### config.mk
export PLATFORM = sky130hd
export DESIGN_NAME = integer_to_ascii_formatter_unit
export DESIGN_NICKNAME = d
export VERILOG_FILES = /design/src/rtl/ift_pkg.sv /design/src/rtl/ift_front.sv /design/src/rtl/ift_fifo.sv /design/src/rtl/ift_back.sv /design/src/rtl/integer_to_ascii_formatter_unit.sv
export SDC_FILE = /design/constraint.sdc
export NUM_CORES = 1
export LEC_CHECK = 0
export BUFFER_PORTS_ARGS = -buffer_cell sky130_fd_sc_hd__buf_4
export CORE_ASPECT_RATIO = 2
export CORE_MARGIN = 2
export CORE_UTILIZATION = 52
export DETAILED_ROUTE_END_ITERATION = 10
export HOLD_SLACK_MARGIN = 0.15
export MAX_ROUTING_LAYER = met4
export PLACE_DENSITY = 0.69
export SETUP_SLACK_MARGIN = 0.4
export SLEW_MARGIN = 20
export SYNTH_ARGS = -nofsm -noshare
export SYNTH_HDL_FRONTEND = slang
export SYNTH_SLANG_ARGS = --single-unit
export TNS_END_PERCENT = 5
### constraint.sdc
create_clock -name i_clk -period 5.6 [get_ports i_clk]
set_clock_uncertainty 0.15 [all_clocks]
set_input_delay 1.12 -clock i_clk [delete_from_list [all_inputs] [get_ports i_clk]]
set_output_delay 1.12 -clock i_clk [all_outputs]
set_load 0.01 [all_outputs]
### src/rtl/ift_pkg.sv
`default_nettype none

package ift_pkg;

    localparam int CMD_W      = 3;
    localparam int VAL_W      = 64;
    localparam int CHAR_W     = 8;
    localparam int CNT_W      = 32;
    localparam int WORD_W     = 32;
    localparam int NIB_N      = 16;
    localparam int POS_W      = 4;
    localparam int BCD_N      = 10;
    localparam int BCD_W      = 4 * BCD_N;
    localparam int STEP_W     = 5;
    localparam int QDEPTH     = 2;
    localparam int QAW        = 1;

    localparam logic [CMD_W-1:0] CMD_SDEC = 3'd0;
    localparam logic [CMD_W-1:0] CMD_UDEC = 3'd1;
    localparam logic [CMD_W-1:0] CMD_HEXL = 3'd2;
    localparam logic [CMD_W-1:0] CMD_HEXU = 3'd3;
    localparam logic [CMD_W-1:0] CMD_ADDR = 3'd4;

    localparam logic [CHAR_W-1:0] CHAR_MINUS = 8'h2D;
    localparam logic [CHAR_W-1:0] CHAR_ZERO  = 8'h30;
    localparam logic [CHAR_W-1:0] CHAR_UA    = 8'h41;
    localparam logic [CHAR_W-1:0] CHAR_LA    = 8'h61;

    typedef struct packed {
        logic [CMD_W-1:0] cmd;
        logic [VAL_W-1:0] value;
    } t_in;

    typedef struct packed {
        logic [CHAR_W-1:0] char_out;
        logic              last;
        logic [CNT_W-1:0]  total_chars;
    } t_out;

    typedef struct packed {
        logic [VAL_W-1:0] mag;
        logic             dec;
        logic             neg;
        logic             upper;
    } t_job;

    typedef enum logic [2:0] {
        S_IDLE,
        S_CONV,
        S_SCAN,
        S_SIGN,
        S_EMIT
    } t_state;

    function automatic logic [CHAR_W-1:0] digit_char(input logic [3:0] d, input logic upper);
        logic [CHAR_W-1:0] base;
        base = upper ? CHAR_UA : CHAR_LA;
        if (d < 4'd10) begin
            return CHAR_ZERO + {4'b0000, d};
        end
        return base + {4'b0000, d} - 8'd10;
    endfunction

endpackage

`default_nettype wire

### src/rtl/ift_front.sv
`default_nettype none

module ift_front (
    input  wire                i_clk,
    input  wire                i_rst_n,
    input  wire                i_valid,
    output logic               o_ready,
    input  wire ift_pkg::t_in  i_data,
    output logic               o_job_valid,
    input  wire                i_job_ready,
    output ift_pkg::t_job      o_job
);
    import ift_pkg::*;

    logic              r_valid, n_valid;
    t_job              r_job, n_job;
    logic              cmd_ok;
    logic [WORD_W-1:0] low;

    assign o_ready     = !r_valid || i_job_ready;
    assign o_job_valid = r_valid;
    assign o_job       = r_job;
    assign low         = i_data.value[WORD_W-1:0];

    always_comb begin
        cmd_ok  = 1'b1;
        n_job   = r_job;
        n_valid = r_valid && !i_job_ready;
        unique case (i_data.cmd)
            CMD_SDEC: begin
                n_job.dec   = 1'b1;
                n_job.neg   = low[WORD_W-1];
                n_job.upper = 1'b0;
                n_job.mag   = low[WORD_W-1] ? {{(VAL_W-WORD_W){1'b0}}, ~low + 1'b1}
                                            : {{(VAL_W-WORD_W){1'b0}}, low};
            end
            CMD_UDEC, CMD_HEXL, CMD_HEXU: begin
                n_job.dec   = (i_data.cmd == CMD_UDEC);
                n_job.neg   = 1'b0;
                n_job.upper = (i_data.cmd == CMD_HEXU);
                n_job.mag   = {{(VAL_W-WORD_W){1'b0}}, low};
            end
            CMD_ADDR: begin
                n_job.dec   = 1'b0;
                n_job.neg   = 1'b0;
                n_job.upper = 1'b0;
                n_job.mag   = i_data.value;
            end
            default: begin
                cmd_ok = 1'b0;
            end
        endcase
        if (i_valid && o_ready) begin
            n_valid = cmd_ok;
        end else begin
            n_job = r_job;
        end
    end

    always_ff @(posedge i_clk) begin
        if (!i_rst_n) begin
            r_valid <= 1'b0;
        end else begin
            r_valid <= n_valid;
        end
        r_job <= n_job;
    end

endmodule

`default_nettype wire

### src/rtl/ift_fifo.sv
`default_nettype none

module ift_fifo (
    input  wire                i_clk,
    input  wire                i_rst_n,
    input  wire                i_push,
    output logic               o_ready,
    input  wire ift_pkg::t_job i_job,
    output logic               o_valid,
    input  wire                i_pop,
    output ift_pkg::t_job      o_job
);
    import ift_pkg::*;

    t_job           r_mem [QDEPTH];
    logic [QAW-1:0] r_wp, r_rp;
    logic [QAW:0]   r_cnt;
    logic           push, pop;

    assign o_ready = (r_cnt != QDEPTH[QAW:0]);
    assign o_valid = (r_cnt != '0);
    assign o_job   = r_mem[r_rp];
    assign push    = i_push && o_ready;
    assign pop     = i_pop && o_valid;

    always_ff @(posedge i_clk) begin
        if (!i_rst_n) begin
            r_wp  <= '0;
            r_rp  <= '0;
            r_cnt <= '0;
        end else begin
            if (push) begin
                r_wp <= r_wp + 1'b1;
            end
            if (pop) begin
                r_rp <= r_rp + 1'b1;
            end
            r_cnt <= r_cnt + {{QAW{1'b0}}, push} - {{QAW{1'b0}}, pop};
        end
        if (push) begin
            r_mem[r_wp] <= i_job;
        end
    end

endmodule

`default_nettype wire

### src/rtl/ift_back.sv
`default_nettype none

module ift_back (
    input  wire                i_clk,
    input  wire                i_rst_n,
    input  wire                i_job_valid,
    output logic               o_job_ready,
    input  wire ift_pkg::t_job i_job,
    output logic               o_valid,
    input  wire                i_ready,
    output ift_pkg::t_out      o_data
);
    import ift_pkg::*;

    t_state              r_state, n_state;
    logic [WORD_W-1:0]   r_bin, n_bin;
    logic [VAL_W-1:0]    r_dig, n_dig;
    logic [STEP_W-1:0]   r_step, n_step;
    logic [POS_W-1:0]    r_pos, n_pos;
    logic                r_neg, n_neg;
    logic                r_upper, n_upper;
    logic                r_dec, n_dec;
    logic [CNT_W-1:0]    r_count, n_count;
    logic                r_out_valid, n_out_valid;
    t_out                r_out, n_out;
    logic                take, emit;
    logic [3:0]          nib;

    function automatic logic [BCD_W-1:0] dabble(input logic [BCD_W-1:0] bcd, input logic b);
        logic [BCD_W-1:0] t;
        logic [3:0]       d;
        for (int i = 0; i < BCD_N; i++) begin
            d = bcd[4*i +: 4];
            if (d >= 4'd5) begin
                d = d + 4'd3;
            end
            t[4*i +: 4] = d;
        end
        return {t[BCD_W-2:0], b};
    endfunction

    function automatic logic [POS_W-1:0] msd(input logic [VAL_W-1:0] dig);
        logic [POS_W-1:0] p;
        p = '0;
        for (int i = 0; i < NIB_N; i++) begin
            if (dig[4*i +: 4] != 4'd0) begin
                p = POS_W'(i);
            end
        end
        return p;
    endfunction

    assign take        = !r_out_valid || i_ready;
    assign o_job_ready = (r_state == S_IDLE);
    assign o_valid     = r_out_valid;
    assign o_data      = r_out;
    assign nib         = r_dig[{r_pos, 2'b00} +: 4];

    always_comb begin
        n_state = r_state;
        unique case (r_state)
            S_IDLE: begin
                if (i_job_valid) begin
                    n_state = i_job.dec ? S_CONV : S_SCAN;
                end
            end
            S_CONV: begin
                if (r_step == {STEP_W{1'b1}}) begin
                    n_state = S_SCAN;
                end
            end
            S_SCAN: begin
                n_state = r_neg ? S_SIGN : S_EMIT;
            end
            S_SIGN: begin
                if (take) begin
                    n_state = S_EMIT;
                end
            end
            S_EMIT: begin
                if (take && r_pos == '0) begin
                    n_state = S_IDLE;
                end
            end
            default: begin
                n_state = S_IDLE;
            end
        endcase
    end

    always_comb begin
        n_bin   = r_bin;
        n_dig   = r_dig;
        n_step  = r_step;
        n_pos   = r_pos;
        n_neg   = r_neg;
        n_upper = r_upper;
        n_dec   = r_dec;
        n_count = r_count;
        n_out   = r_out;
        emit    = 1'b0;
        unique case (r_state)
            S_IDLE: begin
                if (i_job_valid) begin
                    n_bin   = i_job.mag[WORD_W-1:0];
                    n_dig   = i_job.dec ? '0 : i_job.mag;
                    n_step  = '0;
                    n_neg   = i_job.neg;
                    n_upper = i_job.upper;
                    n_dec   = i_job.dec;
                end
            end
            S_CONV: begin
                n_dig  = {{(VAL_W-BCD_W){1'b0}}, dabble(r_dig[BCD_W-1:0], r_bin[WORD_W-1])};
                n_bin  = {r_bin[WORD_W-2:0], 1'b0};
                n_step = r_step + 1'b1;
            end
            S_SCAN: begin
                n_pos = msd(r_dig);
            end
            S_SIGN: begin
                if (take) begin
                    emit    = 1'b1;
                    n_count = r_count + 1'b1;
                    n_out   = '{char_out: CHAR_MINUS, last: 1'b0, total_chars: r_count + 1'b1};
                end
            end
            S_EMIT: begin
                if (take) begin
                    emit    = 1'b1;
                    n_count = r_count + 1'b1;
                    n_pos   = r_pos - 1'b1;
                    n_out   = '{char_out: digit_char(nib, r_upper), last: (r_pos == '0),
                                total_chars: r_count + 1'b1};
                end
            end
            default: begin
            end
        endcase
        n_out_valid = emit || (r_out_valid && !i_ready);
    end

    always_ff @(posedge i_clk) begin
        if (!i_rst_n) begin
            r_state     <= S_IDLE;
            r_count     <= '0;
            r_out_valid <= 1'b0;
        end else begin
            r_state     <= n_state;
            r_count     <= n_count;
            r_out_valid <= n_out_valid;
        end
        r_bin   <= n_bin;
        r_dig   <= n_dig;
        r_step  <= n_step;
        r_pos   <= n_pos;
        r_neg   <= n_neg;
        r_upper <= n_upper;
        r_dec   <= n_dec;
        r_out   <= n_out;
    end

    a_count_step: assert property (@(posedge i_clk) disable iff (!i_rst_n)
        emit |=> r_count == $past(r_count) + 1'b1)
        else $error("character count did not advance by one");

    a_sign_not_last: assert property (@(posedge i_clk) disable iff (!i_rst_n)
        (r_state == S_SIGN) && take |=> r_out_valid && !r_out.last && (r_state == S_EMIT))
        else $error("sign character marked last or not followed by digits");

    a_bcd_range: assert property (@(posedge i_clk) disable iff (!i_rst_n)
        (r_state == S_SCAN) && r_dec |-> r_dig[VAL_W-1:BCD_W] == '0)
        else $error("decimal digits beyond BCD range");

    a_last_ends: assert property (@(posedge i_clk) disable iff (!i_rst_n)
        (r_state == S_EMIT) && take && (r_pos == '0) |=> (r_state == S_IDLE) && r_out.last)
        else $error("final digit not flagged or transaction not closed");

endmodule

`default_nettype wire

### src/rtl/integer_to_ascii_formatter_unit.sv
`default_nettype none

// Prints one number per input transaction as ASCII, one character per output
// transaction, most significant digit first, no leading zeros, '-' ahead of
// negative signed decimals; last marks the final character and total_chars
// is a wrapping count of all characters sent. Commands 5 to 7 produce nothing.
// A hex item is scanned for its leading digit and then emitted character by
// character; a decimal item first goes through a bit-serial binary-to-BCD conversion.
// Input registration and a two-entry job queue let new items be taken while
// the formatter and its output register are still busy.
module integer_to_ascii_formatter_unit (
    input  wire               i_clk,
    input  wire               i_rst_n,
    input  wire               i_valid,
    output logic              o_ready,
    input  wire ift_pkg::t_in i_data,
    output logic              o_valid,
    input  wire               i_ready,
    output ift_pkg::t_out     o_data
);
    import ift_pkg::*;

    t_job f_job, q_job;
    logic f_valid, f_ready, q_valid, q_pop;

    ift_front u_front (
        .i_clk       (i_clk),
        .i_rst_n     (i_rst_n),
        .i_valid     (i_valid),
        .o_ready     (o_ready),
        .i_data      (i_data),
        .o_job_valid (f_valid),
        .i_job_ready (f_ready),
        .o_job       (f_job)
    );

    ift_fifo u_fifo (
        .i_clk   (i_clk),
        .i_rst_n (i_rst_n),
        .i_push  (f_valid),
        .o_ready (f_ready),
        .i_job   (f_job),
        .o_valid (q_valid),
        .i_pop   (q_pop),
        .o_job   (q_job)
    );

    ift_back u_back (
        .i_clk       (i_clk),
        .i_rst_n     (i_rst_n),
        .i_job_valid (q_valid),
        .o_job_ready (q_pop),
        .i_job       (q_job),
        .o_valid     (o_valid),
        .i_ready     (i_ready),
        .o_data      (o_data)
    );

endmodule

`default_nettype wire
# Word level (Yosys, flattened, before mapping)
# Memory sizes are Yosys's and may differ from the RTL's. A register that Yosys moved wholly into a read port is not among the register bits.
# Index checks and enable logic that the tools add are counted.
# W data, S select, Z words.
# totals
register_bits	256
ramBits	134
inputBits	71
out_inout_bits	43
word_cells	176
n_memories	1
# classes
add_sub_neg	21
order_cmp	11
eq_ne	15
shifts	1
n_mux	60
bitwise_logic	1
n_reduce_logical	46
# mem_list
memory	depth	width	rd	rd_ports_with_merged_regs	write_ports	line	rtl
u_fifo.r_mem	2	67	1	1	1	ift_fifo.sv:15	t_job r_mem [QDEPTH];
# ops
operator	count
$pmux W67 S3	1
$mux W64	2
$pmux W64 S2	1
$mux W41	2
$pmux W41 S2	1
$mux W4	18
$add A32 B1 Y32 const B	2
$mux W32	2
$pmux W32 S2	1
$shiftx A64 B7 Y4	1
$reduce_bool A4 Y1	15
$ge A4 B3 Y1 const B	10
$add A4 B2 Y4 const B	9
$not A32 Y32	1
$mux W3	10
$mux W8	2
$pmux W3 S5	1
$eq A3 B2 Y1 const B	4
$mux W1	12
$ne A2 B1 Y1 const B	5
$pmux W5 S2	1
$reduce_and A2 Y1	5
$add A8 B4 Y8	1
$pmux W4 S2	1
28 further kinds	47

# Logic depth before layout (Yosys ltp)
# logic_depth
word_depth	17
depth_mapped	9
depth_no_buf	8

# Hierarchy
# From an unflattened synthesis, not the netlist that was laid out.
# hier_totals
cells_unflattened	1372
hier_area_um2	17967.2
# modules_own_cells
module	instances	cells_per_inst	area_each_um2
ift_back	1	916	9686.8
ift_fifo	1	237	5210.0
ift_front	1	219	3070.4

# Worst setup path after synthesis
# No wires, ideal clock.
# synth_timing
path_type	input port to flip-flop
startpoint	in i_data[64] in the netlist's numbering
endpoint	reg u_front.r_job (netlist bit u_front.o_job[0]), enable pin
setup_time_ns	0.500
arrival_ns	4.440
t_required_ns	4.950
path_slack_ns	0.510
stages	3
path_buffers	0
cell_sequence	o21ai_0 > nand2_1 > nor2b_1
# synth_via
elab_chain_len	4
# synth_rtl
element	line	rtl
from (decl)	integer_to_ascii_formatter_unit.sv:16	input wire ift_pkg::t_in i_data,
$eq A3 B2 Y1 or $eq A3 B1 Y1 (tied branches)	ift_front.sv:29	unique case (i_data.cmd)
$reduce_or A3 Y1	-	
$reduce_bool A3 Y1 (no source line) (*)	-	
$reduce_and A2 Y1 (no source line) (*)	-	
to (signal assigned)	ift_front.sv:66	r_job <= n_job;
to (decl)	ift_front.sv:16	t_job r_job, n_job;
# Every way passes the cells marked *; elsewhere a longest branch is shown, timed or not.
# A chain may end at the register's enable or synchronous reset.

# Final worst setup path
# layout_timing
startpoint	reg u_back.r_pos[0]
endpoint	reg u_back.r_out (netlist bit u_back.o_data[35]) (data pin)
# layout_via
elab_chain_len	8
# layout_rtl
element	line	rtl
from (decl)	ift_back.sv:19	logic [POS_W-1:0] r_pos, n_pos;
from (signal assigned)	ift_back.sv:156	r_pos <= n_pos;
$shiftx A64 B7 Y4 (*)	ift_back.sv:57	assign nib = r_dig[{r_pos, 2'b00} +: 4];
branches (longest 4 deep; another with $add A8 B4 Y8)	-	
$mux W8 (*)	ift_pkg.sv:61	return base + {4'b0000, d} - 8'd10;
$mux W41 (*)	ift_back.sv:129	if (take) begin
$pmux W41 S2 (*)	ift_back.sv:102	unique case (r_state)
to (signal assigned)	ift_back.sv:160	r_out <= n_out;
to (decl)	ift_back.sv:25	t_out r_out, n_out;
# Mark *: on every way between the ends. The select of a mux whose other input is x is not followed.

==> impl_metrics.tcl <==
set metrics [dict create \
    status "completed" \
    leakagePower_nw 6.80 \
    synth_nets 1378 \
    slew_headroom 0.298 \
    drt_iter0_drc 627 \
    arrival_ns 3.29 \
    cp_data_required_time_ns 5.72 \
    root_buffer "clkbuf_16" \
    vdd_drop_max_mv 0.301 \
    fmax_ghz 0.316 \
    hold_viol_final 0 \
    holdCritStartpoint "u_front.o_job[36]" \
    grt.total_usage 0.192 \
    antenna_found_initial 0 \
    async_flop_share 0 \
    avgSynthCellArea_sq_um 13.4 \
    die_area_sq_um 34600 \
    critPathMaxFanout 10 \
    antennaDiodeCount 0 \
    final_cell_mix "edfxtp_1 (348), nor2_1 (137), buf_4 (125), a21oi_1 (96), mux2i_1 (67)" \
    crit_cells 7 \
    grt_max_degree 107 \
    r2r_cells 7 \
    gp_congestion 0.886 \
    total_power_w 0.00961 \
    cts.clk_slew.worst_paths_ns 0.07 \
    crit_path_start_kind "flip-flop" \
    layout-drive-gt1-share 0.155 \
    syn_area_sq_um 17200 \
    syn_inst 1279 \
    layout_commonest_cell "edfxtp_1" \
    fillers 2628 \
    min_path_type "reg -> reg" \
    ys.flop_type "edfxtp_1" \
    hold_buffers 0 \
    finalCriticalPeriod_ns 3.17 \
    synth_edf_count 348 \
    tritoncts "built" \
    seq_area_frac_synth 0.658 \
    grt_setup_unrepaired "no" \
    num_vias 10200 \
    synth-seq-cells 390 \
    timing.critical_path.buf_inv 2 \
    yosys-top-cells-area "edfxtp_1 (61%), dfxtp_1 (4.9%), mux2i_1 (3.9%)" \
    ctsResizeCount 0 \
    drv_cap 0 \
    fin_crit_sh 0.566 \
    r2r_setup_slack_ns 2.43 \
    nets 1486 \
    setup_violations 0 \
    h-tree-depth 2 \
    insertion_delay_ns 0.53 \
    yosysTopAreaCell "edfxtp_1" \
    clockBufferDepth 3 \
    multi_input_area_sq_um 5520 \
    numPortBuffers 112 \
    tightest_slew_ns 1.05 \
    synth_warnings 0 \
    cts_sinks 390 \
    rr_startpoint "u_back.r_pos[0]" \
    drc 0 \
    place_area_sq_um 18500 \
    reg2reg_to "u_back.o_data[35]" \
    setup_tns_ns 0 \
    die-width_um 132 \
    dr.pass1.iters 5 \
    cp_common_cell "mux4_2" \
    regArea_sq_um 11300 \
    grt_pass1_vias 10100 \
    synth_top_area_share 0.609 \
    cts_buffers 34 \
    ant_nets 0 \
    whs_path_depth 0 \
    cp_top_family "multiplexers" \
    finish.instance_area_sq_um 19600 \
    utilization 0.598 \
    crit_chain "buf_8 > mux4_2 > mux4_2 > inv_1 > ha_1 > a21boi_0 > a311o_1" \
    critPathKind "reg -> reg" \
    wire_per_inst_um 17.5 \
    synth_cell_type_count 60 \
    cp_slowest_cell "edfxtp_1" \
    io_pins 114 \
    grt_first_pass_wirelength_um 50900 \
    min_to "u_fifo.r_mem[0][36]" \
    syn_to_final_growth_pct 14.0 \
    post_cts_buffers 0 \
    dp_hpwl_um 22600 \
    cp-end-kind "flip-flop" \
    postRouteWirelength_um 32300 \
    startpoint "u_back.r_pos[0]" \
    start_util 0.525 \
    slowest_delay_ns 0.72 \
    core-area_sq_um 32700 \
    drv_slew 0 \
    gr-total-overflow 0 \
    power_density_nw_per_um2 492 \
    die_y_um 261 \
    post_drt_via_cell_ratio 5.56 \
    row_count 94 \
]
cells in the mapped netlist (3+ instances only):
library cell,n
buf_1,8
and3_1,8
clkbuf_1,37
o31ai_1,10
a31oi_1,3
mux2i_1,67
or3_1,13
edfxtp_1,348
o41ai_1,3
nor2_1,138
inv_1,40
ha_1,28
nand3_1,15
xor2_1,43
o32ai_1,8
a211oi_1,3
mux4_2,17
and2_1,34
nor3_1,20
nand2b_1,18
a21o_1,3
xnor2_1,60
a21oi_1,96
nor2b_1,6
or2_2,4
nor3b_1,16
or4_1,12
o22ai_1,37
o21ai_0,34
dfxtp_1,42
nand4_1,9
nor4_1,12
nand2_1,44
buf_4,3
and4_1,4
buf_2,4
kinds of logic after synthesis:
family | after synthesis | synth area share
flops | 390 | 0.658
xor+xnor | 103 | 0.0526
compound gates | 210 | 0.0714
buf+inv | 95 | 0.0227
mux | 86 | 0.0627
fa+ha+maj | 28 | 0.0204
other cells | 1 | 0.000218
simple gates | 366 | 0.112
flip-flops by register name, indices dropped and copies added, names as in the netlist, named ones only:
name,cells
u_back.r_neg,1
u_back.r_count,32
u_fifo.r_mem,134
u_fifo.r_cnt,2
u_back.r_upper,1
u_back.r_dig,64
u_back.o_data,40
u_back.r_step,5
u_fifo.r_rp,1
u_front.o_job,67
u_fifo.r_wp,1
u_back.r_pos,4
u_back.r_state,3
u_front.o_job_valid,1
u_back.r_bin,32
u_back.o_valid,1
per-stage QoR:
stage | setup WS, ns | instances | hold slack [ns]
finish | 2.43 | 1842 | 0.294
global route | 2.26 | 1842 | 0.300
CTS | 2.21 | 1841 | 0.293
detailed placement | 2.09 | 1782 | 0.279
global placement | 2.21 | 1782 | 0.273
floorplan | 0.510 | 1279 | 0.271
where the power goes:
part	leakage, nW	internal (W)	switching (W)	total (W)
Combinational	2.68	0.00107	0.00158	0.00264
Sequential	3.60	0.00414	0.000527	0.00466
Clock	0.527	0.00130	0.00100	0.00231
how the worst max path moves through the flow:
stage / end
final: u_back.o_data[35]
after global routing: u_back.o_data[35]
after CTS: u_back.o_data[35]
after detailed placement: u_front.o_job[58]
after global placement: u_front.o_job[63]
after floorplan: u_front.o_job[0]
layout make-up:
cell class / count / area share
clock inverters: 17 / 0.00921
inverters: 41 / 0.00793
flip-flops and latches: 390 / 0.578
clock buffers: 42 / 0.0466
multi-input cells: 794 / 0.282
well taps: 432 / 0.0276
repair buffers: 126 / 0.0487
layer usage:
metal  wire [um]  GRT usage
met1       12000      0.202
met2       17500      0.350
met5           0          -
met4        1580     0.0983
met3        1140     0.0233
Power figures use the tool's default switching activity.
